### config.mk
export PLATFORM = sky130hd
export DESIGN_NAME = dtpc_front
export DESIGN_NICKNAME = d
export VERILOG_FILES = /design/src/rtl/dtpc_pkg.sv /design/src/rtl/dtpc_front.sv
export VERILOG_INCLUDE_DIRS = /design/src /design/src/rtl
export SDC_FILE = /design/constraint.sdc
export NUM_CORES = 1
export LEC_CHECK = 0
export BUFFER_PORTS_ARGS = -buffer_cell sky130_fd_sc_hd__buf_4
export CAP_MARGIN = 40
export CORE_MARGIN = 3
export CORE_UTILIZATION = 28
export CTS_CLUSTER_DIAMETER = 100
export DETAILED_ROUTE_END_ITERATION = 12
export RECOVER_POWER = 100
export SYNTH_ARGS = -nofsm -noshare
export SYNTH_HDL_FRONTEND = slang
export SYNTH_SLANG_ARGS = --single-unit
### constraint.sdc
create_clock -name clk -period 3.8 [get_ports clk]
set_input_delay 0 -clock clk [delete_from_list [all_inputs] [get_ports clk]]
set_output_delay 0 -clock clk [all_outputs]
set_load 0.02 [all_outputs]
### src/rtl/assert_macros.svh
// ---------------------------------------------------------------------------
// assert_macros.svh
// Shared assertion shorthands, clocked on clk and disabled in reset.
// ---------------------------------------------------------------------------
`ifndef ASSERT_MACROS_SVH
`define ASSERT_MACROS_SVH

// Property holds at every edge.
`define ASSERT_ALWAYS(label, prop, msg) \
  label: assert property (@(posedge clk) disable iff (rst) (prop)) else $error(msg);

// Condition at one edge implies a result at the next.
`define ASSERT_NEXT(label, pre, post, msg) \
  label: assert property (@(posedge clk) disable iff (rst) (pre) |=> (post)) else $error(msg);

`endif

### src/rtl/dtpc_pkg.sv
// ----------------------------------------------------------------------------
// dtpc_pkg
// Types and constants shared by the depth to point cloud block.
// ----------------------------------------------------------------------------
`timescale 1ns / 1ps

package dtpc_pkg;

  // Width in bits of the widest supported pixel coordinate.
  localparam int COORD_MAX = 13;
  localparam int DIFF_W    = 16;
  localparam int PROD1_W   = 32;
  localparam int PROD2_W   = 58;
  localparam int Q_DEPTH   = 4;
  localparam int CFG_IDX_W = 3;
  localparam int CFG_DAT_W = 25;

  localparam logic [CFG_IDX_W-1:0] REG_FRAME_WIDTH   = 3'd0;
  localparam logic [CFG_IDX_W-1:0] REG_FRAME_HEIGHT  = 3'd1;
  localparam logic [CFG_IDX_W-1:0] REG_CENTER_X_HALF = 3'd2;
  localparam logic [CFG_IDX_W-1:0] REG_CENTER_Y_HALF = 3'd3;
  localparam logic [CFG_IDX_W-1:0] REG_INV_FOCAL_X   = 3'd4;
  localparam logic [CFG_IDX_W-1:0] REG_INV_FOCAL_Y   = 3'd5;

  typedef struct packed {
    logic [15:0] depth_mm;
    logic [7:0]  blue;
    logic [7:0]  green;
    logic [7:0]  red;
    logic        frame_start;
  } pixel_t;

  typedef struct packed {
    logic signed [31:0] point_x;
    logic signed [31:0] point_y;
    logic [15:0]        point_z;
    logic [7:0]         out_red;
    logic [7:0]         out_green;
    logic [7:0]         out_blue;
    logic               point_valid;
    logic               frame_end;
  } point_t;

  typedef struct packed {
    logic [12:0] frame_width;
    logic [12:0] frame_height;
    logic [12:0] center_x_half;
    logic [12:0] center_y_half;
    logic [24:0] inv_focal_x;
    logic [24:0] inv_focal_y;
  } cfg_t;

  typedef struct packed {
    logic [15:0] depth_mm;
    logic [7:0]  red;
    logic [7:0]  green;
    logic [7:0]  blue;
    logic        point_valid;
    logic        frame_end;
  } tag_t;

  typedef struct packed {
    logic [COORD_MAX-1:0] col;
    logic [COORD_MAX-1:0] row;
    tag_t                 tag;
  } job_t;

  typedef struct packed {
    logic full;
    logic empty;
  } q_status_t;

  // Round half up at bit 25 (floor of t / 2^25) and saturate to 32 bits.
  function automatic logic signed [31:0] round_sat(input logic signed [PROD2_W-1:0] p);
    logic signed [PROD2_W-1:0] t;
    logic signed [32:0]        q;
    t = p + PROD2_W'(64'sd16777216);
    q = t[57:25];
    if (q[32] != q[31]) begin
      round_sat = q[32] ? 32'sh8000_0000 : 32'sh7FFF_FFFF;
    end else begin
      round_sat = q[31:0];
    end
  endfunction

endpackage

### src/rtl/dtpc_front.sv
// ----------------------------------------------------------------------------
// dtpc_front
// Pixel intake: raster counters, frame end detection and job queuing.
// ----------------------------------------------------------------------------
`timescale 1ns / 1ps
`include "assert_macros.svh"

module dtpc_front #(
  parameter int COORD_BITS = 12
) (
  input  logic                clk,
  input  logic                rst,
  input  logic                pix_valid,
  output logic                pix_stall,
  input  dtpc_pkg::pixel_t    pix,
  input  dtpc_pkg::cfg_t      cfg,
  input  dtpc_pkg::q_status_t q_status,
  output logic                push,
  output dtpc_pkg::job_t      push_job
);

  localparam int SW = COORD_BITS + 1;
  localparam logic [dtpc_pkg::COORD_MAX:0] LIM = (dtpc_pkg::COORD_MAX+1)'(1 << COORD_BITS);

  logic [COORD_BITS-1:0] column_count, column_count_next;
  logic [COORD_BITS-1:0] row_count, row_count_next;
  logic [COORD_BITS-1:0] col, row;
  logic [SW-1:0]         col_inc, row_inc, w_eff, h_eff;
  logic [dtpc_pkg::COORD_MAX:0] w_wide, h_wide, w_clamp, h_clamp;
  logic                  fire, last, keep;

  assign w_wide  = {1'b0, cfg.frame_width};
  assign h_wide  = {1'b0, cfg.frame_height};
  assign w_clamp = (w_wide == '0) ? (dtpc_pkg::COORD_MAX+1)'(1) : ((w_wide > LIM) ? LIM : w_wide);
  assign h_clamp = (h_wide == '0) ? (dtpc_pkg::COORD_MAX+1)'(1) : ((h_wide > LIM) ? LIM : h_wide);
  assign w_eff   = w_clamp[SW-1:0];
  assign h_eff   = h_clamp[SW-1:0];

  assign col     = pix.frame_start ? '0 : column_count;
  assign row     = pix.frame_start ? '0 : row_count;
  assign col_inc = {1'b0, col} + SW'(1);
  assign row_inc = {1'b0, row} + SW'(1);
  assign last    = (col_inc == w_eff) && (row_inc == h_eff);
  assign keep    = (pix.depth_mm != '0) || last;

  assign pix_stall = q_status.full;
  assign fire      = pix_valid && !pix_stall;
  assign push      = fire && keep;

  always_comb begin
    if (col_inc >= w_eff) begin
      column_count_next = '0;
      row_count_next    = (row_inc >= h_eff) ? '0 : row_inc[COORD_BITS-1:0];
    end else begin
      column_count_next = col_inc[COORD_BITS-1:0];
      row_count_next    = row;
    end
  end

  always_comb begin
    push_job                 = '0;
    push_job.col             = dtpc_pkg::COORD_MAX'(col);
    push_job.row             = dtpc_pkg::COORD_MAX'(row);
    push_job.tag.depth_mm    = pix.depth_mm;
    push_job.tag.red         = pix.red;
    push_job.tag.green       = pix.green;
    push_job.tag.blue        = pix.blue;
    push_job.tag.point_valid = pix.depth_mm != '0;
    push_job.tag.frame_end   = last;
  end

  always_ff @(posedge clk) begin
    if (rst) begin
      column_count <= '0;
      row_count    <= '0;
    end else if (fire) begin
      column_count <= column_count_next;
      row_count    <= row_count_next;
    end
  end

  `ASSERT_NEXT(a_frame_wrap, fire && last, (column_count == '0) && (row_count == '0),
               "counters did not wrap after last pixel")
  `ASSERT_ALWAYS(a_push_kept, push |-> (push_job.tag.point_valid || push_job.tag.frame_end),
                 "queued a pixel that yields no result")

endmodule

After elaboration in Yosys (flattened, before gate mapping)
Cells that the tools add are included.

Memories kept: 0. Memory bits (writable): 0. Bits in read-only memories: 0. Latch bits: 0. Word-level logic and storage cells: 27. Bits in registers: 24. Output and inout bits: 70.

Bitwise operators: 0. Shift operators: 0. $add $sub $neg: 2. Reductions and logical operators: 8. $lt $le $gt $ge: 4. Eq/ne operators: 2. Multiply operators: 0. Multiplexer cells: 9. Divide/modulo/power cells: 0.

Operator list (number): $mux 12 (5); $mux 13 (4); $logic_not 14->1 (2); $add 12x1->13 const B (2); $eq 13x13->1 (2); $ge 13x13->1 (2); $gt 13x13->1 const B (2); $reduce_bool 16->1 (1); $logic_and 1x1->1 (3); $logic_not 1->1 (1); $logic_or 1x1->1 (1).

Logic depth before layout (Yosys ltp)
Gate-level depths: netlist (run 1).

Word-level depth: 7. Gate-level depth with buffers: 16. Depth with buffers taken out: 14.

Least setup slack after synthesis (run 1)
No wires, ideal clock.

Path type: in2reg. Start: input port pix[0] (netlist name). End: register row_count[1]. Stages: 15. Setup slack: 312 ps. Data arrival time: 3396 ps. Buffers on the path: 3. Cells stage by stage: clkbuf_1 clkbuf_1 nor2b_1 ha_1 nand4b_1 nor4_1 and3_1 xor2_1 ha_1 a211oi_2 nor2_1 or3_4 o41a_1 buf_6 o32ai_1.

RTL lines: from (decl) (RTL line dtpc_front.sv:15) `input dtpc_pkg::pixel_t pix,`; to (signal assigned) (RTL line dtpc_front.sv:78) `row_count <= row_count_next;`; to (decl) (RTL line dtpc_front.sv:26) `logic [COORD_BITS-1:0] row_count, row_count_next;`.

Worst setup path in the final report (run 1)
Start: register column_count[1]. End: register row_count[0].

Longest elaborated chain between the ends: 4.

Ends and longest elaborated chain: from (decl) (RTL line dtpc_front.sv:25) `logic [COORD_BITS-1:0] column_count, column_count_next;`; from (signal assigned) (RTL line dtpc_front.sv:77) `column_count <= column_count_next;`; $mux 12 (RTL line dtpc_front.sv:39) `assign col = pix.frame_start ? '0 : column_count;`; $add 12x1->13 (RTL line dtpc_front.sv:41) `assign col_inc = {1'b0, col} + SW'(1);`; $ge 13x13->1 (RTL line dtpc_front.sv:51) `if (col_inc >= w_eff) begin`; $mux 12 (RTL line dtpc_front.sv:51).

Every way passes these cells. A chain may end at the register's enable or synchronous reset.

==> impl_metrics.py, run 1 <==
metrics = {
    "final_layout": {
        "nets": 545,
        "n_antenna_cell": 0,
        "multiInputGateArea_sq_um": 1540,
        "regArea_sq_um": 480,
        "areaGrowthSynthToFinish_pct": 17.0,
        "nFillCells": 941,
        "final_layout_size_suffix_gt1_frac": 0.193,
        "final_core_util": 0.346,
        "fin_area_sq_um": 2920,
    },
    "pwr": {
        "ir_drop_mv": 0.0956,
        "p_clk_frac": 0.368,
        "p_sw_w": 0.000166,
        "power_frac_seq": 0.409,
        "powerDensity_nw_per_um2": 213,
        "intPower_w": 0.000454,
        "p_leak_nw": 1.33,
        "combPwrFrac": 0.223,
        "sw_frac_of_total": 0.267,
    },
    "logic_synthesis": {
        "yosys_warnings": 0,
        "synth_top_area_share": 0.193,
        "ys.flop_type": "dfxtp_1",
        "ys_seq_area_frac": 0.193,
        "synth.area.top_cells": "dfxtp_1 19%, ha_1 14%, buf_4 14%",
        "yosysMostFrequentCell": "buf_4",
        "synth_area_sq_um": 2490,
        "synth_edf_count": 0,
        "async_flop_share": 0,
        "avgSynthCellArea_sq_um": 7.79,
        "yosysTopAreaCell": "dfxtp_1",
        "synth_top_cells_by_count": "45 x buf_4, 31 x inv_1, 28 x ha_1",
        "syn-instance-count": 320,
        "synth-seq-cells": 24,
        "synth_cell_types": 41,
    },
    "floorplan": {
        "ioPinCount": 218,
        "rows": 33,
        "fp.dieH_um": 100,
        "chipWidth_um": 100,
        "die_area_sq_um": 10100,
        "core_area_sq_um": 8420,
        "start_util": 0.296,
    },
    "place": {
        "post-place-ws_ns": 0.0907,
        "hpwl_um": 6200,
        "place_congestion": 0.858,
        "port_buffers": 90,
        "dpl_cell_area_sq_um": 2970,
    },
    "routing": {
        "ant_nets": 0,
        "vias": 2367,
        "drt_pass1_iterations": 4,
        "vias_per_cell": 5.00,
        "wl_per_cell_um": 15.8,
        "drt-total-wl_um": 7460,
        "drc": 0,
        "drtIter0Drc": 61,
    },
    "setup_path": {
        "end_kind": "register",
        "cp-start-kind": "register",
        "critPathSlowestCell": "o41a_4",
        "r2r_slack_ns": 0.21,
        "worstPathMaxFanout": 12,
        "cp_data_arrival_time_ns": 3.77,
        "path_cells": "nor2b_1 -> ha_1 -> nand4b_1 -> nor4_4 -> and3_1 -> xor2_1 -> ha_1 -> nand4_1 -> nor4_1 -> or3_4 -> o41a_4 -> o32ai_1",
        "path_common_cell": "ha_1",
        "critical_path_required_ns": 3.98,
        "worstSetupPathType": "reg -> reg",
        "cpPeakStageDelay_ns": 0.59,
    },
    "timing": {
        "setup_violations": 0,
        "drv_slew": 0,
        "relSlewSlack": 0.627,
        "tightest_slew_ns": 0.556,
        "fin_skew_ns": 0.00726,
        "fmax_mhz": 279,
        "finalHoldViolations": 0,
        "fin_crit_sh": 0.944,
        "finalCriticalPeriod_ns": 3.59,
        "setup_ws_ns": 0.214,
    },
    "min_path": {
        "hold_path_class": "in -> out",
    },
    "global_routing": {
        "grt_start_max_net_pins": 32,
        "overflow": 0,
        "gr-usage-all-layers": 0.144,
        "grt_pass1_vias": 2331,
        "antenna_found_initial": 0,
        "grt_pass1_wl_um": 11800,
    },
    "clocking": {
        "cts_setup_buffers": 0,
        "root_buffer": "clkbuf_8",
        "numCtsBuffers": 3,
        "clock_path_buffers": 2,
        "cts.sinks": 24,
        "clk_latency_ns": 0.27,
        "clk_pin_slew_ns": 0.09,
        "hold_buffers": 0,
        "tritoncts": "built",
        "htreeDepth": 1,
    },
    "outcome": {
        "status": "completed",
    },
    "flow_run": {
        "maxCapViolCount": 0,
    },
}
==> metrics by stage <==
step                TNS, ns  hold WS, ns  total power, W  cells
global route        -0.0143    0.0000305        0.000654    473
global placement          0     0.000137        0.000402    468
finish                    0   0.00000774        0.000620    473
CTS                       0     0.000137        0.000636    473
detailed placement        0     0.000137        0.000404    469
floorplan                 0       0.0961        0.000380    321
==> timing repair <==
action	in CTS	in global routing
endpoints found under the setup margin	0	23
resized for setup	0	5
hold endpoints to repair	0	0
==> routing by layer <==
layer	share of wire	GRT usage	vias up
li1	-	-	1172
met1	0.46	0.201	1061
met2	0.40	0.212	121
met3	0.13	0.0577	13
met4	0.0090	0.0207	0
met5	0	0	-
==> path summary, 6_finish.rpt <==
path | cells after the start | start | end
setup / recovery | 12 | column_count[1]$_SDFFE_PP0P_ | row_count[0]$_SDFFE_PP0P_
hold / removal | 0 | pix[22] | push_job[7]
setup reg to reg | 12 | column_count[1]$_SDFFE_PP0P_ | row_count[0]$_SDFFE_PP0P_
hold reg to reg | 2 | row_count[11]$_SDFFE_PP0P_ | row_count[11]$_SDFFE_PP0P_
==> cells by family after synthesis <==
group,share of synthesized area
and+or+nand+nor,0.252
buffers and inverters,0.200
AOI/OAI and AO/OA,0.143
adders and majority gates,0.141
DFF,0.193
xor gates and xnor gates,0.0703
other,0.00150
==> critical path: cells and delay by family (launching register included) <==
family	cells	cell delay, ns
AOI/OAI and AO/OA	2	0.74
xor gates and xnor gates	1	0.23
adders and majority gates	2	0.52
DFF	1	0.36
and+or+nand+nor	7	1.66
==> power groups by stage <==
| stage | logic [W] | registers, W | clock network, W |
|---|---|---|---|
| floorplan | 0.000121 | 0.000259 | 0 |
| global placement | 0.000143 | 0.000259 | 0 |
| detailed placement | 0.000145 | 0.000259 | 0 |
| CTS | 0.000146 | 0.000253 | 0.000237 |
| global route | 0.000153 | 0.000254 | 0.000247 |
| finish | 0.000138 | 0.000253 | 0.000228 |
==> flip-flops by register name, summed over array words and instances (netlist names) <==
name          count
row_count        12
column_count     12
==> cell type report <==
cell class                      count  share of cell area
Timing Repair Buffer               97               0.197
Tap cell                          105              0.0451
Multi-Input combinational cell    212               0.529
Sequential cell                    24               0.165
Clock buffer                        3              0.0142
Inverter                           31              0.0399
Clock inverter                      1              0.0103
==> layout by cell type, fill, tap and decap left out, types with 2 or more instances in the layout <==
cell      count
dfxtp_1      24
nor4_2        2
or2_2         3
nand2b_1      4
clkbuf_8      3
a21oi_1       7
xor2_1        8
a31oi_1       2
nor2_1       22
conb_1        2
nor4_1       10
a22o_1       12
and3_1        5
buf_4        56
o32ai_1      12
o21ai_0       2
nand3b_1      6
inv_1        31
nand2_1      26
nor3_1        8
nand4_1       6
nor2b_1      12
xnor2_1      12
ha_1         28
nand3_1       9
clkbuf_1     41
(Power assumes the default switching activity.)
==> inputs of run 2 (changes only) <==
Clock period 3.8 ns to 4.47 ns, I/O delays scaled along.
==> run 2 against run 1 <==
Net effect:
- combinational power fell by 16%
- setup slack improved by 0.33 ns
- global-route usage decreased by 0.29 points
- critical endpoint is now column_count[10]$_SDFFE_PP0P_
- highest routed layer unchanged
==> impl_metrics.py, run 2 (synthesis results as in run 1) <==
metrics = {
    "setup_path": {
        "end_kind": "register",
        "critical_path_required_ns": 4.69,
        "cp_data_arrival_time_ns": 4.15,
        "worstSetupPathType": "reg -> reg",
        "r2r_start": "column_count[1]$_SDFFE_PP0P_",
        "crit_buf_inv": 1,
        "worstPathMaxFanout": 7,
        "cp-start-kind": "register",
        "path_cells": "nor2b_1 -> ha_1 -> nand4b_1 -> nor4_1 -> and3_1 -> xor2_1 -> ha_1 -> nand4_1 -> nor4_1 -> or3_1 -> nor4b_2 -> buf_4 -> a22o_1",
        "crit_family": "simple AND/OR/NAND/NOR gates",
        "r2r_slack_ns": 0.54,
        "ff2ff_path_depth": 13,
        "r2r-end": "column_count[10]$_SDFFE_PP0P_",
        "critPathSlowestCell": "nor4b_2",
        "cpPeakStageDelay_ns": 0.68,
    },
    "clocking": {
        "htreeDepth": 1,
        "root_buffer": "clkbuf_8",
        "clk_latency_ns": 0.27,
        "cts.sinks": 24,
        "cts_setup_buffers": 0,
        "tritoncts": "built",
        "clock_path_buffers": 2,
        "hold_buffers": 0,
        "clk_pin_slew_ns": 0.09,
        "numCtsBuffers": 3,
        "post_cts_resized": 0,
    },
    "global_routing": {
        "grt_pass1_wl_um": 11600,
        "antenna_found_initial": 0,
        "grt_pass1_vias": 2280,
        "gr-usage-all-layers": 0.141,
        "overflow": 0,
        "grt_start_max_net_pins": 24,
    },
    "timing": {
        "relSlewSlack": 0.527,
        "finalHoldViolations": 0,
        "rsz0062_at_grt": "no",
        "setup_violations": 0,
        "fmax_mhz": 255,
        "finalCriticalPeriod_ns": 3.93,
        "drv_slew": 0,
        "tightest_slew_ns": 0.707,
        "fin_skew_ns": 0.00503,
        "fin_crit_sh": 0.879,
        "totalNegativeSetupSlack_ns": 0,
    },
    "min_path": {
        "hold_depth": 0,
        "hp-start": "pix[11]",
        "hold_end": "push_job[12]",
        "hold_path_class": "in -> out",
    },
    "final_layout": {
        "areaGrowthSynthToFinish_pct": 14.6,
        "final_common_cell": "buf_4",
        "final_cell_mix": "52 x buf_4, 43 x clkbuf_1, 31 x inv_1",
        "nets": 543,
        "n_antenna_cell": 0,
        "largestRegisters": "column_count: 12 flops, row_count: 12 flops",
        "final_layout_size_suffix_gt1_frac": 0.172,
    },
    "pwr": {
        "p_clk_frac": 0.372,
        "totalPowerFinal_w": 0.000528,
        "combPwrFrac": 0.220,
        "intPower_w": 0.000385,
        "powerDensity_nw_per_um2": 185,
        "power_frac_seq": 0.408,
        "p_leak_nw": 1.29,
        "p_sw_w": 0.000143,
        "sw_frac_of_total": 0.271,
        "ir_drop_mv": 0.122,
    },
    "routing": {
        "vias": 2308,
        "ant_nets": 0,
        "drt-total-wl_um": 7390,
        "wl_per_cell_um": 15.7,
        "drtIter0Drc": 88,
        "drc": 0,
        "drt_pass1_iterations": 4,
        "vias_per_cell": 4.90,
    },
    "place": {
        "hpwl_um": 6240,
        "place_congestion": 0.818,
        "port_buffers": 90,
    },
    "floorplan": {
        "start_util": 0.296,
        "core_area_sq_um": 8420,
        "ioPinCount": 218,
        "rows": 33,
        "die_area_sq_um": 10100,
        "chipWidth_um": 100,
        "fp.dieH_um": 100,
    },
    "flow_run": {
        "maxCapViolCount": 0,
    },
    "outcome": {
        "status": "completed",
    },
}
[run 2: cell count changes in the layout (fill, tap and decap cells not counted)]
cell      delta
buf_4        -4
clkbuf_1     +2
nor4_1       +2
nor4_2       -1
nor4_4       -1
o41a_1       +1
o41a_4       -1
or3_1        +1
or3_4        -1
[run 2: power by group through the flow]
stage	Combinational [W]	Clock, W	Sequential, W
after detailed placement	0.000123	0	0.000220
after CTS	0.000124	0.000198	0.000215
after global routing	0.000129	0.000211	0.000216
after global placement	0.000120	0	0.000220
after floorplan	0.000103	0	0.000220
final	0.000116	0.000196	0.000215
[run 2: how the worst max path moves through the flow]
stage,start,endpoint,slack (ns),cells past startpoint
6_report,column_count[1]$_SDFFE_PP0P_,column_count[10]$_SDFFE_PP0P_,0.54,13
5_1_grt,column_count[1]$_SDFFE_PP0P_,column_count[11]$_SDFFE_PP0P_,0.19,13
4_1_cts,column_count[1]$_SDFFE_PP0P_,column_count[7]$_SDFFE_PP0P_,0.57,13
3_5_place_dp,column_count[1]$_SDFFE_PP0P_,column_count[7]$_SDFFE_PP0P_,0.62,13
3_3_place_gp,column_count[1]$_SDFFE_PP0P_,column_count[10]$_SDFFE_PP0P_,0.43,12
2_1_floorplan,pix[0],row_count[1]$_SDFFE_PP0P_,0.98,15
[run 2: cell type report]
| type | count | area [sq um] |
|---|---|---|
| Multi-Input combinational cell | 212 | 1510 |
| Inverter | 31 | 116 |
| Fill cell | 929 | 5570 |
| Tap cell | 105 | 131 |
| Sequential cell | 24 | 480 |
| Clock inverter | 1 | 30.0 |
| Timing Repair Buffer | 95 | 552 |
| Clock buffer | 3 | 41.3 |
[run 2: worst reg2reg max path: cells and delay by family (launching register included)]
family                     cells  cell delay, ns
and+or+nand+nor                8            2.38
adders and majority gates      2            0.51
DFF                            1            0.36
buffers and inverters          1            0.27
xor gates and xnor gates       1            0.22
AOI/OAI and AO/OA              1            0.13
[run 2: through the flow]
| stage | hold slack [ns] | util | area [sq um] | worst slack [ns] | instances |
|---|---|---|---|---|---|
| floorplan | 0.0961 | - | 2500 | 0.982 | 321 |
| global placement | 0.000137 | 0.349 | 2940 | 0.431 | 464 |
| detailed placement | 0.000137 | 0.351 | 2960 | 0.617 | 467 |
| CTS | 0.000137 | 0.360 | 3030 | 0.572 | 471 |
| global route | 0.0000305 | 0.339 | 2860 | 0.193 | 471 |
| finish | 0.00000774 | 0.339 | 2860 | 0.541 | 471 |
[run 2: layer usage]
layer,up-vias,routed length (um),global-route usage
met2,87,2980,0.213
li1,1165,-,-
met3,8,806,0.0528
met5,-,0,0
met4,0,22,0.0114
met1,1048,3570,0.198
