### src/rtl/assert_macros.svh
// ---------------------------------------------------------------------------
// assert_macros.svh
// Shared assertion shorthands, clocked on clk and disabled in reset.
// ---------------------------------------------------------------------------
`ifndef ASSERT_MACROS_SVH
`define ASSERT_MACROS_SVH

// Property holds at every edge.
`define ASSERT_ALWAYS(label, prop, msg) \
  label: assert property (@(posedge clk) disable iff (rst) (prop)) else $error(msg);

// Condition at one edge implies a result at the next.
`define ASSERT_NEXT(label, pre, post, msg) \
  label: assert property (@(posedge clk) disable iff (rst) (pre) |=> (post)) else $error(msg);

`endif

### src/rtl/dtpc_pkg.sv
// ----------------------------------------------------------------------------
// dtpc_pkg
// Types and constants shared by the depth to point cloud block.
// ----------------------------------------------------------------------------
`timescale 1ns / 1ps

package dtpc_pkg;

  // Width in bits of the widest supported pixel coordinate.
  localparam int COORD_MAX = 13;
  localparam int DIFF_W    = 16;
  localparam int PROD1_W   = 32;
  localparam int PROD2_W   = 58;
  localparam int Q_DEPTH   = 4;
  localparam int CFG_IDX_W = 3;
  localparam int CFG_DAT_W = 25;

  localparam logic [CFG_IDX_W-1:0] REG_FRAME_WIDTH   = 3'd0;
  localparam logic [CFG_IDX_W-1:0] REG_FRAME_HEIGHT  = 3'd1;
  localparam logic [CFG_IDX_W-1:0] REG_CENTER_X_HALF = 3'd2;
  localparam logic [CFG_IDX_W-1:0] REG_CENTER_Y_HALF = 3'd3;
  localparam logic [CFG_IDX_W-1:0] REG_INV_FOCAL_X   = 3'd4;
  localparam logic [CFG_IDX_W-1:0] REG_INV_FOCAL_Y   = 3'd5;

  typedef struct packed {
    logic [15:0] depth_mm;
    logic [7:0]  blue;
    logic [7:0]  green;
    logic [7:0]  red;
    logic        frame_start;
  } pixel_t;

  typedef struct packed {
    logic signed [31:0] point_x;
    logic signed [31:0] point_y;
    logic [15:0]        point_z;
    logic [7:0]         out_red;
    logic [7:0]         out_green;
    logic [7:0]         out_blue;
    logic               point_valid;
    logic               frame_end;
  } point_t;

  typedef struct packed {
    logic [12:0] frame_width;
    logic [12:0] frame_height;
    logic [12:0] center_x_half;
    logic [12:0] center_y_half;
    logic [24:0] inv_focal_x;
    logic [24:0] inv_focal_y;
  } cfg_t;

  typedef struct packed {
    logic [15:0] depth_mm;
    logic [7:0]  red;
    logic [7:0]  green;
    logic [7:0]  blue;
    logic        point_valid;
    logic        frame_end;
  } tag_t;

  typedef struct packed {
    logic [COORD_MAX-1:0] col;
    logic [COORD_MAX-1:0] row;
    tag_t                 tag;
  } job_t;

  typedef struct packed {
    logic full;
    logic empty;
  } q_status_t;

  // Round half up at bit 25 (floor of t / 2^25) and saturate to 32 bits.
  function automatic logic signed [31:0] round_sat(input logic signed [PROD2_W-1:0] p);
    logic signed [PROD2_W-1:0] t;
    logic signed [32:0]        q;
    t = p + PROD2_W'(64'sd16777216);
    q = t[57:25];
    if (q[32] != q[31]) begin
      round_sat = q[32] ? 32'sh8000_0000 : 32'sh7FFF_FFFF;
    end else begin
      round_sat = q[31:0];
    end
  endfunction

endpackage

### src/rtl/dtpc_queue.sv
// ----------------------------------------------------------------------------
// dtpc_queue
// Short job queue decoupling pixel intake from projection.
// ----------------------------------------------------------------------------
`timescale 1ns / 1ps
`include "assert_macros.svh"

module dtpc_queue (
  input  logic                clk,
  input  logic                rst,
  input  logic                push,
  input  dtpc_pkg::job_t      push_job,
  input  logic                pop,
  output dtpc_pkg::job_t      pop_job,
  output dtpc_pkg::q_status_t status
);

  localparam int PTR_W = $clog2(dtpc_pkg::Q_DEPTH);

  dtpc_pkg::job_t     mem [dtpc_pkg::Q_DEPTH];
  logic [PTR_W-1:0]   wr_ptr, rd_ptr;
  logic [PTR_W:0]     count, count_next;
  logic               do_push, do_pop;

  assign status.full  = count == (PTR_W+1)'(dtpc_pkg::Q_DEPTH);
  assign status.empty = count == '0;
  assign do_push      = push && !status.full;
  assign do_pop       = pop && !status.empty;
  assign pop_job      = mem[rd_ptr];

  always_comb begin
    count_next = count;
    if (do_push && !do_pop) begin
      count_next = count + (PTR_W+1)'(1);
    end else if (do_pop && !do_push) begin
      count_next = count - (PTR_W+1)'(1);
    end
  end

  always_ff @(posedge clk) begin
    if (do_push) begin
      mem[wr_ptr] <= push_job;
    end
  end

  always_ff @(posedge clk) begin
    if (rst) begin
      wr_ptr <= '0;
      rd_ptr <= '0;
      count  <= '0;
    end else begin
      count <= count_next;
      if (do_push) begin
        wr_ptr <= (wr_ptr == PTR_W'(dtpc_pkg::Q_DEPTH-1)) ? '0 : wr_ptr + PTR_W'(1);
      end
      if (do_pop) begin
        rd_ptr <= (rd_ptr == PTR_W'(dtpc_pkg::Q_DEPTH-1)) ? '0 : rd_ptr + PTR_W'(1);
      end
    end
  end

  `ASSERT_ALWAYS(a_count_bound, count <= (PTR_W+1)'(dtpc_pkg::Q_DEPTH),
                 "queue count beyond depth")
  `ASSERT_NEXT(a_pop_drains, do_pop && !do_push, count == $past(count) - (PTR_W+1)'(1),
               "pop did not reduce count")

endmodule

### config.mk
export PLATFORM = sky130hd
export DESIGN_NAME = dtpc_queue
export DESIGN_NICKNAME = d
export VERILOG_FILES = /design/src/rtl/dtpc_pkg.sv /design/src/rtl/dtpc_queue.sv
export VERILOG_INCLUDE_DIRS = /design/src /design/src/rtl
export SDC_FILE = /design/constraint.sdc
export NUM_CORES = 1
export LEC_CHECK = 0
export BUFFER_PORTS_ARGS = -buffer_cell sky130_fd_sc_hd__buf_4
export CORE_UTILIZATION = 56
export CTS_BUF_LIST = sky130_fd_sc_hd__clkbuf_16
export DETAILED_ROUTE_END_ITERATION = 16
export PLACE_DENSITY_LB_ADDON = 0.12
export SLEW_MARGIN = 20
export SYNTH_ARGS = -nofsm -noshare
export SYNTH_HDL_FRONTEND = slang
export SYNTH_SLANG_ARGS = --single-unit
### constraint.sdc
create_clock -name clk -period 3.3 [get_ports clk]
set_clock_uncertainty 0.05 [all_clocks]
set_input_delay 0.33 -clock clk [delete_from_list [all_inputs] [get_ports clk]]
set_output_delay 0.33 -clock clk [all_outputs]
set_load 0.05 [all_outputs]
* Word-level counts from Yosys, hierarchy flattened
Memories as Yosys holds them, arrays and structs flattened. A register that Yosys moved wholly into a read port is not among the register bits.
Cells that the tools add are included.
** Storage, ports and cells
- Bits in writable memories :: 272
- Memories :: 1
- Register bits :: 7
** Memory list
- mem :: depth 4, width 68, rd ports 1, clocked after Yosys merged registers in 1, wr ports 1, line dtpc_queue.sv:20 : dtpc_pkg::job_t mem [dtpc_pkg::Q_DEPTH];
** Operators by class
- Multiplexer cells :: 8
- $add $sub $neg :: 4
- Reduce and logical (&&, ||, !) cells :: 10
- Equality and inequality tests :: 3
** Operators with widths (number)
- $mux W2 :: 4
- $mux W3 :: 2
- $add A2 B1 Y2 const B :: 2
- $eq A2 B2 Y1 const B :: 2
- $logic_and A1 B1 Y1 :: 4
- $logic_not A1 Y1 :: 4
- $add A3 B1 Y3 const B :: 1
- $eq A3 B3 Y1 const B :: 1
- $logic_not A3 Y1 :: 1
- $sub A3 B1 Y3 const B :: 1
- $mux W1 :: 2
- $reduce_bool A2 Y1 :: 1

* Logic depth before layout (Yosys ltp)
Gate-level depths: netlist of the first run.
- Depth in word-level cells :: 7
- Gate-level depth with buffers :: 10

* Worst setup path before layout of the first run
Ideal clock, no wire load.
- Path kind :: register -> register
- From :: reg count[0]
- To :: mem mem[0][0] (netlist name), enable pin
- Path slack :: 0.497 ns
- Required time :: 2.816 ns
- Path buffers :: 1
- Clock period less this slack :: 2.803 ns
- Data arrival time :: 2.319 ns
- Cell stages (with the launch flop) :: 4
- Cells stage by stage :: dfxtp_1 or3b_1 buf_2 and3_1
** On the way
- Word-level cells in the longest chain between the ends :: 5
** RTL lines
- start, declared :: line dtpc_queue.sv:22 : logic [PTR_W:0] count, count_next;
- start signal, assigned :: line dtpc_queue.sv:52 : count <= count_next;
- $eq A3 B3 Y1 :: line dtpc_queue.sv:25 : assign status.full = count == (PTR_W+1)'(dtpc_pkg::Q_DEPTH);
- $logic_not A1 Y1 :: line dtpc_queue.sv:27 : assign do_push = push && !status.full;
- $logic_and A1 B1 Y1 :: line dtpc_queue.sv:27
- $mux W1 :: line dtpc_queue.sv:41 : if (do_push) begin
- $mux W1 (implied by the code) :: line dtpc_queue.sv:42 : mem[wr_ptr] <= push_job;
- end, declared :: line dtpc_queue.sv:20
No other way between the ends.

==> results of run 1 <==
-- path summary, 6_finish.rpt --
check | slack [ps] | cells past startpoint | to | startpoint
worst max-delay path | 620 | 3 | pop_job[30] | flip-flop
worst min-delay path | 110 | 3 | wr_ptr[0]$_SDFFE_PP0P_ | push
worst max register to register | 890 | 9 | count[2]$_SDFFE_PP0P_ | count[0]$_SDFFE_PP0P_
worst min register to register | 470 | 2 | flip-flop | rd_ptr[0]$_SDFFE_PP0P_
-- flip-flops by register name, summed over array words and instances (netlist names), named ones only --
name,flops
mem,272
rd_ptr,2
wr_ptr,2
count,3
-- through the flow --
step                area [um^2]  worst slack, ps  utilization [%]  hold slack [ps]  total power [uW]
finish                    13150            618.8            72.96            105.6             10450
global route              13150            452.0            72.96            99.89             10830
CTS                       13150            519.9            72.96            56.93             10560
detailed placement        11670            934.4            64.74            453.2              7767
global placement          11670             1065            64.74            421.2              7722
floorplan                 10310            497.1                -            378.9              6879
-- placed cells by master (no fill, tap or decap), types with 2 or more instances in the layout --
cell	count
sky130_fd_sc_hd__dlygate4sd3_1	69
sky130_fd_sc_hd__a21oi_1	3
sky130_fd_sc_hd__o21ai_0	2
sky130_fd_sc_hd__xor2_1	2
sky130_fd_sc_hd__and3_4	4
sky130_fd_sc_hd__or3_1	2
sky130_fd_sc_hd__clkinv_1	8
sky130_fd_sc_hd__dfxtp_1	7
sky130_fd_sc_hd__clkbuf_16	27
sky130_fd_sc_hd__mux2i_1	2
sky130_fd_sc_hd__clkinv_2	5
sky130_fd_sc_hd__mux4_2	68
sky130_fd_sc_hd__nor3_1	2
sky130_fd_sc_hd__nor2_1	4
sky130_fd_sc_hd__buf_4	143
sky130_fd_sc_hd__dfxtp_4	2
sky130_fd_sc_hd__ha_1	6
sky130_fd_sc_hd__buf_12	6
sky130_fd_sc_hd__nand3_1	2
sky130_fd_sc_hd__inv_1	12
sky130_fd_sc_hd__edfxtp_1	272
-- power groups by stage --
stage | registers [uW] | clock network (uW) | logic [uW]
floorplan | 4470 | 0 | 2410
global placement | 4560 | 0 | 3170
detailed placement | 4580 | 0 | 3190
CTS | 4510 | 2790 | 3260
global route | 4540 | 2910 | 3380
finish | 4500 | 2730 | 3220
-- tightest hold or removal path: stages --
cell                      delay, ps
sky130_fd_sc_hd__buf_4          120
sky130_fd_sc_hd__nand3_1        100
sky130_fd_sc_hd__o31ai_2         90
-- final cells by class --
class                      count  area [um^2]
clock buffer                  27        675.6
clock inverter                22        115.1
fill                        1080         4875
inverter                       5        18.77
multi-input combinational    102         1814
sequential                   281         8356
tap                          229        286.5
timing repair buffer         218         1884
-- kinds of logic after synthesis --
kind of cell    count (synthesis)  synth area share (%)
buf+inv                        23                 1.590
flops                         281                 81.00
fa+ha+maj                       7                0.9227
xor+xnor                        2                0.1700
compound gates                  7                0.4370
simple gates                   16                0.8254
mux                            70                 15.05
-- metal layers --
metal,share of wire (%),wire [um],GRT usage [%]
met5,0,0,0
met4,1.3,240,5.189
met2,52,9264,33.25
met3,5.6,1009,4.452
met1,41,7356,24.12
==> run metrics, run 1 <==
status=finished clean; unrepaired setup endpoints after global routing=no; Worst Setup Path Type=flip-flop to primary output; number of design rule violations left after detail routing=0; gate count of the mapped netlist=between 400 and 500; overall routed net length=~18 mm; Critical Path End Type=primary output; most numerous cell types in the synthesized netlist=272 x sky130_fd_sc_hd__edfxtp_1, 68 x sky130_fd_sc_hd__mux4_2, 9 x sky130_fd_sc_hd__dfxtp_1; Die ar.=between 15000 and 20000 um^2; Worst Tran Pin Value=~550 ps; count of input and output buffers=141; CTS tree=yes; shortest clock period the worst path allows after layout=~2700 ps; most common cell in the netlist=sky130_fd_sc_hd__edfxtp_1; Congestion Overflow GR=0; count of hold buffers inserted by post-cts repair=a little under 70; buffers from clock root to sink, at most=3; Post-synth ARST share=0%; standard-cell rows=slightly below 50; endpoints failing setup=0; final-report hold violation count=0; dominant cell type by area after synthesis=sky130_fd_sc_hd__edfxtp_1; clock-pin slew on the worst setup and hold paths=60 ps; wire length of the first global-routing pass=26.50 mm; final-report max-slew violation count=0; share of the synthesized area in the top cell type=79.25%; number of iterations in the first detailed-routing pass=4; vias post-DR=just under 5k; Total Routing Usage GR=approximately a fifth; required time of the critical path=about 3000 ps; Worst setup SP type=flip-flop; switching power summed over all nets=approximately 3400 uW; dominant register cell in the synthesized netlist=sky130_fd_sc_hd__edfxtp_1; non-filler instance count after layout=just under 900; count of flip-flops with a built-in enable after synthesis=about 270; delay contributed by the slowest stage of the critical path=about 660 ps; H-tree depth=1; overall die height=137.7 um; die outline width=approximately 140 um; number of global-route vias before repair=slightly above 5k; Resized cells post-CTS=0; Post-Synthesis Mean Instance Area=~25 um^2; clock tree root driver cell=sky130_fd_sc_hd__clkbuf_16; effective utilization at floorplan=approximately 57%; worst-skew pair later-pin latency=between 500 and 600 ps; remaining antenna violation count after routing=0; number of DRC markers after the initial detailed-route iteration=~250; worst vdd rail ir drop=just under 0.6 mV; synthesis-to-layout area growth=27.59%; initial antenna violation count=0; internal power of the cells=approximately 7000 uW; critical path, cell by cell=buf_4, mux4_2, buf_4; post-synthesis register bit count=~280; fraction of power consumed by combinational cells=30.8%; maximum number of pins on one net before global-route repair=46; clock sink count=281; share of post-route cells with drive strength above 1=~39%; worst path bufs/invs=2; post-CTS repair timing setup buffer count=0; via density per instance=approximately 5.5; net count after synthesis=just under 500; post-detail-place hpwl=approximately 10 mm; fraction of power spent switching nets=32.39%; unique cell type count in the Yosys netlist=25; Sequential Power Share=a little over two fifths; CP max FO=24; ratio of final minimum period to clock period=81.25%; GP Congestion=0.7915; reported max-cap violation count=0; sequential-to-total area share from yosys stat=between 80% and 90%; cell types occupying the most area after synthesis=sky130_fd_sc_hd__edfxtp_1 79%, sky130_fd_sc_hd__mux4_2 15%, sky130_fd_sc_hd__dfxtp_1 1.7%, sky130_fd_sc_hd__ha_1 0.73%, sky130_fd_sc_hd__buf_12 0.58%; area of the mapped netlist=about 10000 um^2; CP Data Arrival Time=between 2000 and 2500 ps; pwr/cell area=between 700 and 800 nW/um^2; power share of the clock group=a little over a quarter; Post-Place Cells=766; core box area=between 15000 and 20000 um^2; fmax=~370 MHz; clock buffers created by TritonCTS=27; final routed wire length divided by cell count=just over 20 um; static leakage=approximately 0.0045 uW; crit-path most repeated cell=sky130_fd_sc_hd__buf_4; hold crit path type=input port to flip-flop; Antenna Cells=0; Max-slew headroom=between 60% and 70%; Fin Setup TNS=0 ps; standard cell with the maximum stage delay on the critical path=sky130_fd_sc_hd__dfxtp_4; final net count=714; cell family with most CP delay=flip-flops; number of warnings reported in the yosys synthesis log=0; number of top-level pins=about 140
No activity file was read; power rests on OpenSTA's default activity.
==> run 2: changes to the inputs <==
--- a/config.mk
+++ b/config.mk
@@ -7,7 +7,7 @@
 export NUM_CORES = 1
 export LEC_CHECK = 0
 export BUFFER_PORTS_ARGS = -buffer_cell sky130_fd_sc_hd__buf_4
-export CORE_UTILIZATION = 56
+export CORE_UTILIZATION = 51
 export CTS_BUF_LIST = sky130_fd_sc_hd__clkbuf_16
 export DETAILED_ROUTE_END_ITERATION = 16
 export PLACE_DENSITY_LB_ADDON = 0.12
==> constraint.sdc (replaced) <==
create_clock -name clk -period 2.3 [get_ports clk]
set_clock_uncertainty 0.05 [all_clocks]
set_input_delay 0.23 -clock clk [delete_from_list [all_inputs] [get_ports clk]]
set_output_delay 0.23 -clock clk [all_outputs]
set_load 0.05 [all_outputs]
==> run 2 against run 1 <==
Effect of this change:
- worst setup slack worse by 560 ps
- critical path depth stayed put
- core utilization is 4.2 points lower
- global-route usage is 0.81 points lower
- non-clock buffer count is 8 higher
- sequential power is 41% higher
- combinational power is 56% higher
- sequential share of layout area is 1.7 points lower
- first-iteration DRC count is 2.4% lower
- clock-buffer cell count is 2 higher
- flip-flop and latch count stayed put
==> run metrics, run 2 (synthesis results as in run 1) <==
Min-Delay Startpoint=pop (was push); endpoints failing setup=0 (unchanged); number of global-route vias before repair=5329 (was 5156); reported max-cap violation count=0 (unchanged); maximum number of pins on one net before global-route repair=37 (was 46); area of all sequential standard cells=8358 um^2 (was 8356 um^2); hold crit path type=input port to flip-flop (unchanged); critical path, cell by cell=buf_16, mux4_2, buf_4 (was buf_4, mux4_2, buf_4); leading cell types in the layout, fill and taps excluded=272 x sky130_fd_sc_hd__edfxtp_1, 111 x sky130_fd_sc_hd__buf_4, 70 x sky130_fd_sc_hd__dlygate4sd3_1 (was 272 x sky130_fd_sc_hd__edfxtp_1, 143 x sky130_fd_sc_hd__buf_4, 69 x sky130_fd_sc_hd__dlygate4sd3_1); post-detail-place hpwl=10.58 mm (was 10.25 mm); buffers from clock root to sink, at most=3 (unchanged); status=finished clean (unchanged); Max-slew headroom=77.58% (was 63.00%); fraction of the core area covered by cells at the end of the flow=68.77% (was 72.96%); core box area=19650 um^2 (was 18020 um^2); number of design rule violations left after detail routing=0 (unchanged); standard-cell rows=51 (was 49); delay contributed by the slowest stage of the critical path=560 ps (was 660 ps); top flop regs=mem (272), count (3) (unchanged); Critical Path End Type=primary output (unchanged); number of DRC markers after the initial detailed-route iteration=246 (was 252); path depth of the worst reg2reg path=7 (was 9); initial antenna violation count=0 (unchanged); number of iterations in the first detailed-routing pass=4 (unchanged); count of input and output buffers=141 (unchanged); final net count=723 (was 714); worst vdd rail ir drop=0.8816 mV (was 0.5782 mV); Worst setup SP type=flip-flop (unchanged); flip-flop count of the largest register after layout=272 (unchanged); CP Data Arrival Time=1960 ps (was 2300 ps); Die ar.=20780 um^2 (was 18950 um^2); fmax=approximately 450 MHz; clock buffers created by TritonCTS=28 (was 27); Post-Place Cells=809 (was 766); clock sink count=281 (unchanged); static leakage=0.004655 uW (was 0.004522 uW); GP Congestion=0.7070 (was 0.7915); FF-to-FF Start=count[1]$_SDFFE_PP0P_ (was count[0]$_SDFFE_PP0P_); die outline width=144.2 um (was 137.7 um); vias post-DR=4871 (was 4882); Congestion Overflow GR=0 (unchanged); via density per instance=5.243 (was 5.523); CP max FO=33 (was 24); unrepaired setup endpoints after global routing=yes (was no); number of stages on the worst hold path=5 (was 3); cell area after placement=11830 um^2 (was 11670 um^2); standard cell with the maximum stage delay on the critical path=sky130_fd_sc_hd__mux4_2 (was sky130_fd_sc_hd__dfxtp_4); final-report max-slew violation count=0 (unchanged); ratio of final minimum period to clock period=a little over nine tenths; pwr/cell area=1145 nW/um^2 (was 794.3 nW/um^2); Fin Setup TNS=0 ps (unchanged); share of post-route cells with drive strength above 1=40.21% (was 39.39%); number of fill cells=1300 (was 1080); H-tree depth=1 (unchanged); effective utilization at floorplan=52.44% (was 57.18%); remaining antenna violation count after routing=0 (unchanged); final-report hold violation count=0 (unchanged); clock tree root driver cell=sky130_fd_sc_hd__clkbuf_16 (unchanged); number of top-level pins=142 (unchanged); overall routed net length=18.41 mm (was 17.87 mm); shortest clock period the worst path allows after layout=about 2200 ps; clock-pin slew on the worst setup and hold paths=60 ps (about the same); Worst Setup Path Type=flip-flop to primary output (unchanged); wire length of the first global-routing pass=27.92 mm (was 26.50 mm); Antenna Cells=0 (unchanged); final instance area=13520 um^2 (was 13150 um^2); overall die height=144.2 um (was 137.7 um); non-filler instance count after layout=929 (was 884); Hold Worst Slack=144.2 ps (was 105.6 ps); Most flops, register=mem (unchanged); Worst Tran Pin Value=333.5 ps (was 550.3 ps); required time of the critical path=2020 ps (was 2920 ps); area of the multi-input gates=1814 um^2 (unchanged); synthesis-to-layout area growth=31.14% (was 27.59%); post-CTS repair timing setup buffer count=0 (unchanged); most frequent standard cell in the layout excluding fill and tap cells=sky130_fd_sc_hd__edfxtp_1 (unchanged); reg2reg end=count[2]$_SDFFE_PP0P_ (unchanged); worst-skew pair later-pin latency=520 ps (was 510 ps); CTS tree=yes (unchanged); worst setup slack for register-to-register paths=170 ps (was 890 ps); Total Routing Usage GR=18.30% (was 19.11%); final routed wire length divided by cell count=19.82 um (was 20.22 um)
[run 2: cell count changes in the layout (fill, tap and decap cells not counted), sizes merged]
cell / before / now
clkinv: 13 / 9
buf: 149 / 156
dlygate4sd3: 69 / 70
inv: 13 / 16
clkbuf: 27 / 29
[run 2: critical path, delay by kind of cell, from the launching register on]
kind | cells | cell delay, ps
DFF | 1 | 390
muxes | 1 | 560
buffers and inverters | 2 | 480
[run 2: worst max path at each step]
stage / slack, ps / cells past startpoint / end
CTS: -7 / 3 / pop_job[67]
global route: -40 / 3 / pop_job[67]
global placement: 180 / 9 / count[2]$_SDFFE_PP0P_
finish: 60 / 3 / pop_job[67]
floorplan: 30 / 10 / count[2]$_SDFFE_PP0P_
detailed placement: 100 / 9 / count[2]$_SDFFE_PP0P_
[run 2: layer usage]
layer  GRT usage [%]  wire [um]  vias to the layer above  part of all wire [%]
met5               0          0                        -                     0
met4           4.820        230                        0                   1.2
met3           4.603       1153                       18                   6.3
met2           32.37       9575                      118                    52
met1           22.48       7453                     2525                    40
li1                -          -                     2210                     -
[run 2: where the power goes]
group          internal (uW)  total, uW  switching [uW]
registers               6190       6360             167
logic                   1950       5020            3070
clock network           2370       4090            1720
[run 2: metrics by stage]
stage	worst slack, ps	total power, uW
2_1_floorplan	32.80	9853
3_3_place_gp	183.9	11170
3_5_place_dp	103.7	11250
4_1_cts	-7.248	15470
5_1_grt	-38.75	16080
6_report	55.15	15480
[run 2: layout make-up]
| type | count | share of cell area (%) |
|---|---|---|
| repair buffers | 226 | 15.92 |
| inverters | 5 | 0.1389 |
| flip-flops and latches | 281 | 61.84 |
| multi-input cells | 102 | 13.42 |
| well taps | 265 | 2.453 |
| clock inverters | 21 | 0.8517 |
| clock buffers | 29 | 5.369 |
[run 2: timing repair]
action                                  4_1_cts  5_1_grt
gates cloned                                  0        0
gates resized for setup                       3       35
hold endpoints to repair                    281        0
endpoints found under the setup margin        8       66
hold buffers                                 70        0
==> run 3: changes to the inputs <==
--- a/config.mk
+++ b/config.mk
@@ -7,7 +7,7 @@
 export NUM_CORES = 1
 export LEC_CHECK = 0
 export BUFFER_PORTS_ARGS = -buffer_cell sky130_fd_sc_hd__buf_4
-export CORE_UTILIZATION = 51
+export CORE_UTILIZATION = 56
 export CTS_BUF_LIST = sky130_fd_sc_hd__clkbuf_16
 export DETAILED_ROUTE_END_ITERATION = 16
 export PLACE_DENSITY_LB_ADDON = 0.12
==> constraint.sdc (replaced) <==
create_clock -name clk -period 2.4 [get_ports clk]
set_clock_uncertainty 0.05 [all_clocks]
set_input_delay 0.24 -clock clk [delete_from_list [all_inputs] [get_ports clk]]
set_output_delay 0.24 -clock clk [all_outputs]
set_load 0.05 [all_outputs]
==> run 3 against run 2 <==
Effect of this change:
- clock power down 4%
- critical path depth unchanged
- hold slack gained 43 ps
- final cell count fell by 3.6%
- flip-flop and latch count unchanged
- non-clock buffer count is 4 higher
- combinational power down 8.0%
- final area fell by 1.5%
- total power is 5.3% lower
- sequential share of layout area rose by 0.91 points
- die area decreased by 8.8%
==> run metrics, run 3 (synthesis results as in run 1) <==
flip-flop count of the largest register after layout=272 (unchanged); switching power summed over all nets=4701 uW (was 4959 uW); amount of wire on met2 after detailed routing=9.372 mm (was 9.575 mm); CP max FO=10 (was 33); clock sink count=281 (unchanged); Worst setup SP type=flip-flop (unchanged); worst vdd rail ir drop=0.8300 mV (was 0.8816 mV); worst-skew pair later-pin latency=510 ps (was 520 ps); Antenna Cells=0 (unchanged); final routed wire length divided by cell count=20.16 um (was 19.82 um); final setup slack of the worst path=132.4 ps (was 55.15 ps); Worst Setup Path Type=flip-flop to primary output (unchanged); power share of the clock group=26.7% (was 26.4%); final-report hold violation count=0 (unchanged); overall routed net length=18.06 mm (was 18.41 mm); overall die height=137.7 um (was 144.2 um); number of design rule violations left after detail routing=0 (unchanged); die outline width=137.7 um (was 144.2 um); wire length on met3=1.093 mm (was 1.153 mm); fmax=approximately 440 MHz; final-report max-slew violation count=0 (unchanged); Sequential Power Share=41.8% (was 41.1%); post-detail-place hpwl=10.18 mm (was 10.58 mm); final total power=14650 uW (was 15480 uW); endpoints failing setup=0 (unchanged); Max-slew headroom=70.28% (was 77.58%); number of DRC markers after the initial detailed-route iteration=233 (was 246); Most flops, register=mem (unchanged); shortest clock period the worst path allows after layout=approximately 2300 ps; effective utilization at floorplan=57.18% (was 52.44%); number of top-level pins=142 (unchanged); CTS tree=yes (unchanged); ratio of final minimum period to clock period=between 90% and 100%; pwr/cell area=1100 nW/um^2 (was 1145 nW/um^2); required time of the critical path=2110 ps (was 2020 ps); unrepaired setup endpoints after global routing=no (was yes); remaining antenna violation count after routing=0 (unchanged); Hold Worst Slack=187.5 ps (was 144.2 ps); maximum number of pins on one net before global-route repair=69 (was 37); final net count=727 (was 723); Critical Path End Type=primary output (unchanged); FF-to-FF Start=count[0]$_SDFFE_PP0P_ (was count[1]$_SDFFE_PP0P_); fraction of power consumed by combinational cells=31.5% (was 32.5%); pre-CTS setup slack=185.4 ps (was 103.7 ps); count of input and output buffers=141 (unchanged); clock buffers created by TritonCTS=28 (unchanged); initial antenna violation count=0 (unchanged); static leakage=0.004616 uW (was 0.004655 uW); status=finished clean (unchanged); wire length of the first global-routing pass=27.34 mm (was 27.92 mm); number of iterations in the first detailed-routing pass=4 (unchanged); clock-pin slew on the worst setup and hold paths=60 ps (about the same); GP Congestion=0.6947 (was 0.7070); via density per instance=5.443 (was 5.243); highest metal layer with signal wires=met4 (unchanged); buffers from clock root to sink, at most=3 (unchanged); detailed-routing wirelength on met1=7.291 mm (was 7.453 mm); standard-cell rows=49 (was 51); vias post-DR=4877 (was 4871); number of global-route vias before repair=5232 (was 5329); share of post-route cells with drive strength above 1=40.93% (was 40.21%); internal power of the cells=9953 uW (was 10520 uW); Congestion Overflow GR=0 (unchanged); leading cell types in the layout, fill and taps excluded=272 x sky130_fd_sc_hd__edfxtp_1, 152 x sky130_fd_sc_hd__buf_4, 70 x sky130_fd_sc_hd__dlygate4sd3_1 (was 272 x sky130_fd_sc_hd__edfxtp_1, 111 x sky130_fd_sc_hd__buf_4, 70 x sky130_fd_sc_hd__dlygate4sd3_1); Worst Tran Pin Value=445.9 ps (was 333.5 ps); Die ar.=18950 um^2 (was 20780 um^2); hold crit path type=input port to flip-flop (unchanged); Fin Setup TNS=0 ps (unchanged); Min-Delay Startpoint=pop (unchanged); fraction of power spent switching nets=32.08% (was 32.04%); top flop regs=mem (272), count (3) (unchanged); synthesis-to-layout area growth=29.21% (was 31.14%); core box area=18020 um^2 (was 19650 um^2); reported max-cap violation count=0 (unchanged); clock tree root driver cell=sky130_fd_sc_hd__clkbuf_16 (unchanged); Total Routing Usage GR=19.77% (was 18.30%); most frequent standard cell in the layout excluding fill and tap cells=sky130_fd_sc_hd__edfxtp_1 (unchanged); Resized cells post-CTS=0 (was 3); fraction of the core area covered by cells at the end of the flow=73.88% (was 68.77%); CP Data Arrival Time=1980 ps (was 1960 ps); H-tree depth=1 (unchanged)
## run 3: cell types whose count changed in the layout (fill, tap and decap cells not counted), moves of 3 or more
| cell | previous run | this run |
|---|---|---|
| sky130_fd_sc_hd__buf_4 | 111 | 152 |
| sky130_fd_sc_hd__buf_6 | 34 | 0 |
| sky130_fd_sc_hd__clkinv_1 | 7 | 4 |
| sky130_fd_sc_hd__clkinv_2 | 2 | 6 |
## run 3: worst paths after layout
kind | slack [ps] | cells past startpoint | to
worst max-delay path | 130 | 3 | pop_job[0]
worst min-delay path | 190 | 5 | flip-flop
worst max register to register | 190 | 9 | count[2]$_SDFFE_PP0P_
worst min register to register | 450 | 2 | flip-flop
## run 3: through the flow
stage,cell area (um^2),instances
after floorplan,10310,406
after global placement,11740,772
after detailed placement,11740,772
after CTS,13320,896
after global routing,13320,896
final,13320,896
## run 3: routing by layer
layer / vias to the layer above / global-route usage (%)
li1: 2213 / -
met1: 2502 / 25.00
met2: 136 / 34.48
met3: 26 / 4.268
met4: 0 / 5.678
met5: - / 0
## run 3: timing repair
action / CTS / global route
setup endpoints to repair: 32 / 0
hold buffers: 70 / 0
hold endpoints to repair: 281 / 0
setup buffers: 5 / 0
## run 3: critical path, cell delays in order (launching register included)
cell and delay (ps):
sky130_fd_sc_hd__dfxtp_4 470, sky130_fd_sc_hd__buf_4 240, sky130_fd_sc_hd__mux4_2 540, sky130_fd_sc_hd__buf_4 210
## run 3: power groups by stage
stage	registers, uW	clock network (uW)	logic, uW
3_3_place_gp	6220	0	4470
6_report	6120	3910	4620
2_1_floorplan	6130	0	3310
3_5_place_dp	6260	0	4510
4_1_cts	6130	4000	4700
5_1_grt	6170	4190	4880
## run 3: cell type report
| class | instances | area [um^2] |
|---|---|---|
| Sequential cell | 281 | 8356 |
| Tap cell | 229 | 286.5 |
| Inverter | 5 | 18.77 |
| Clock buffer | 29 | 725.7 |
| Multi-Input combinational cell | 102 | 1814 |
| Clock inverter | 20 | 113.9 |
| Fill cell | 1062 | 4708 |
| Timing Repair Buffer | 230 | 2002 |
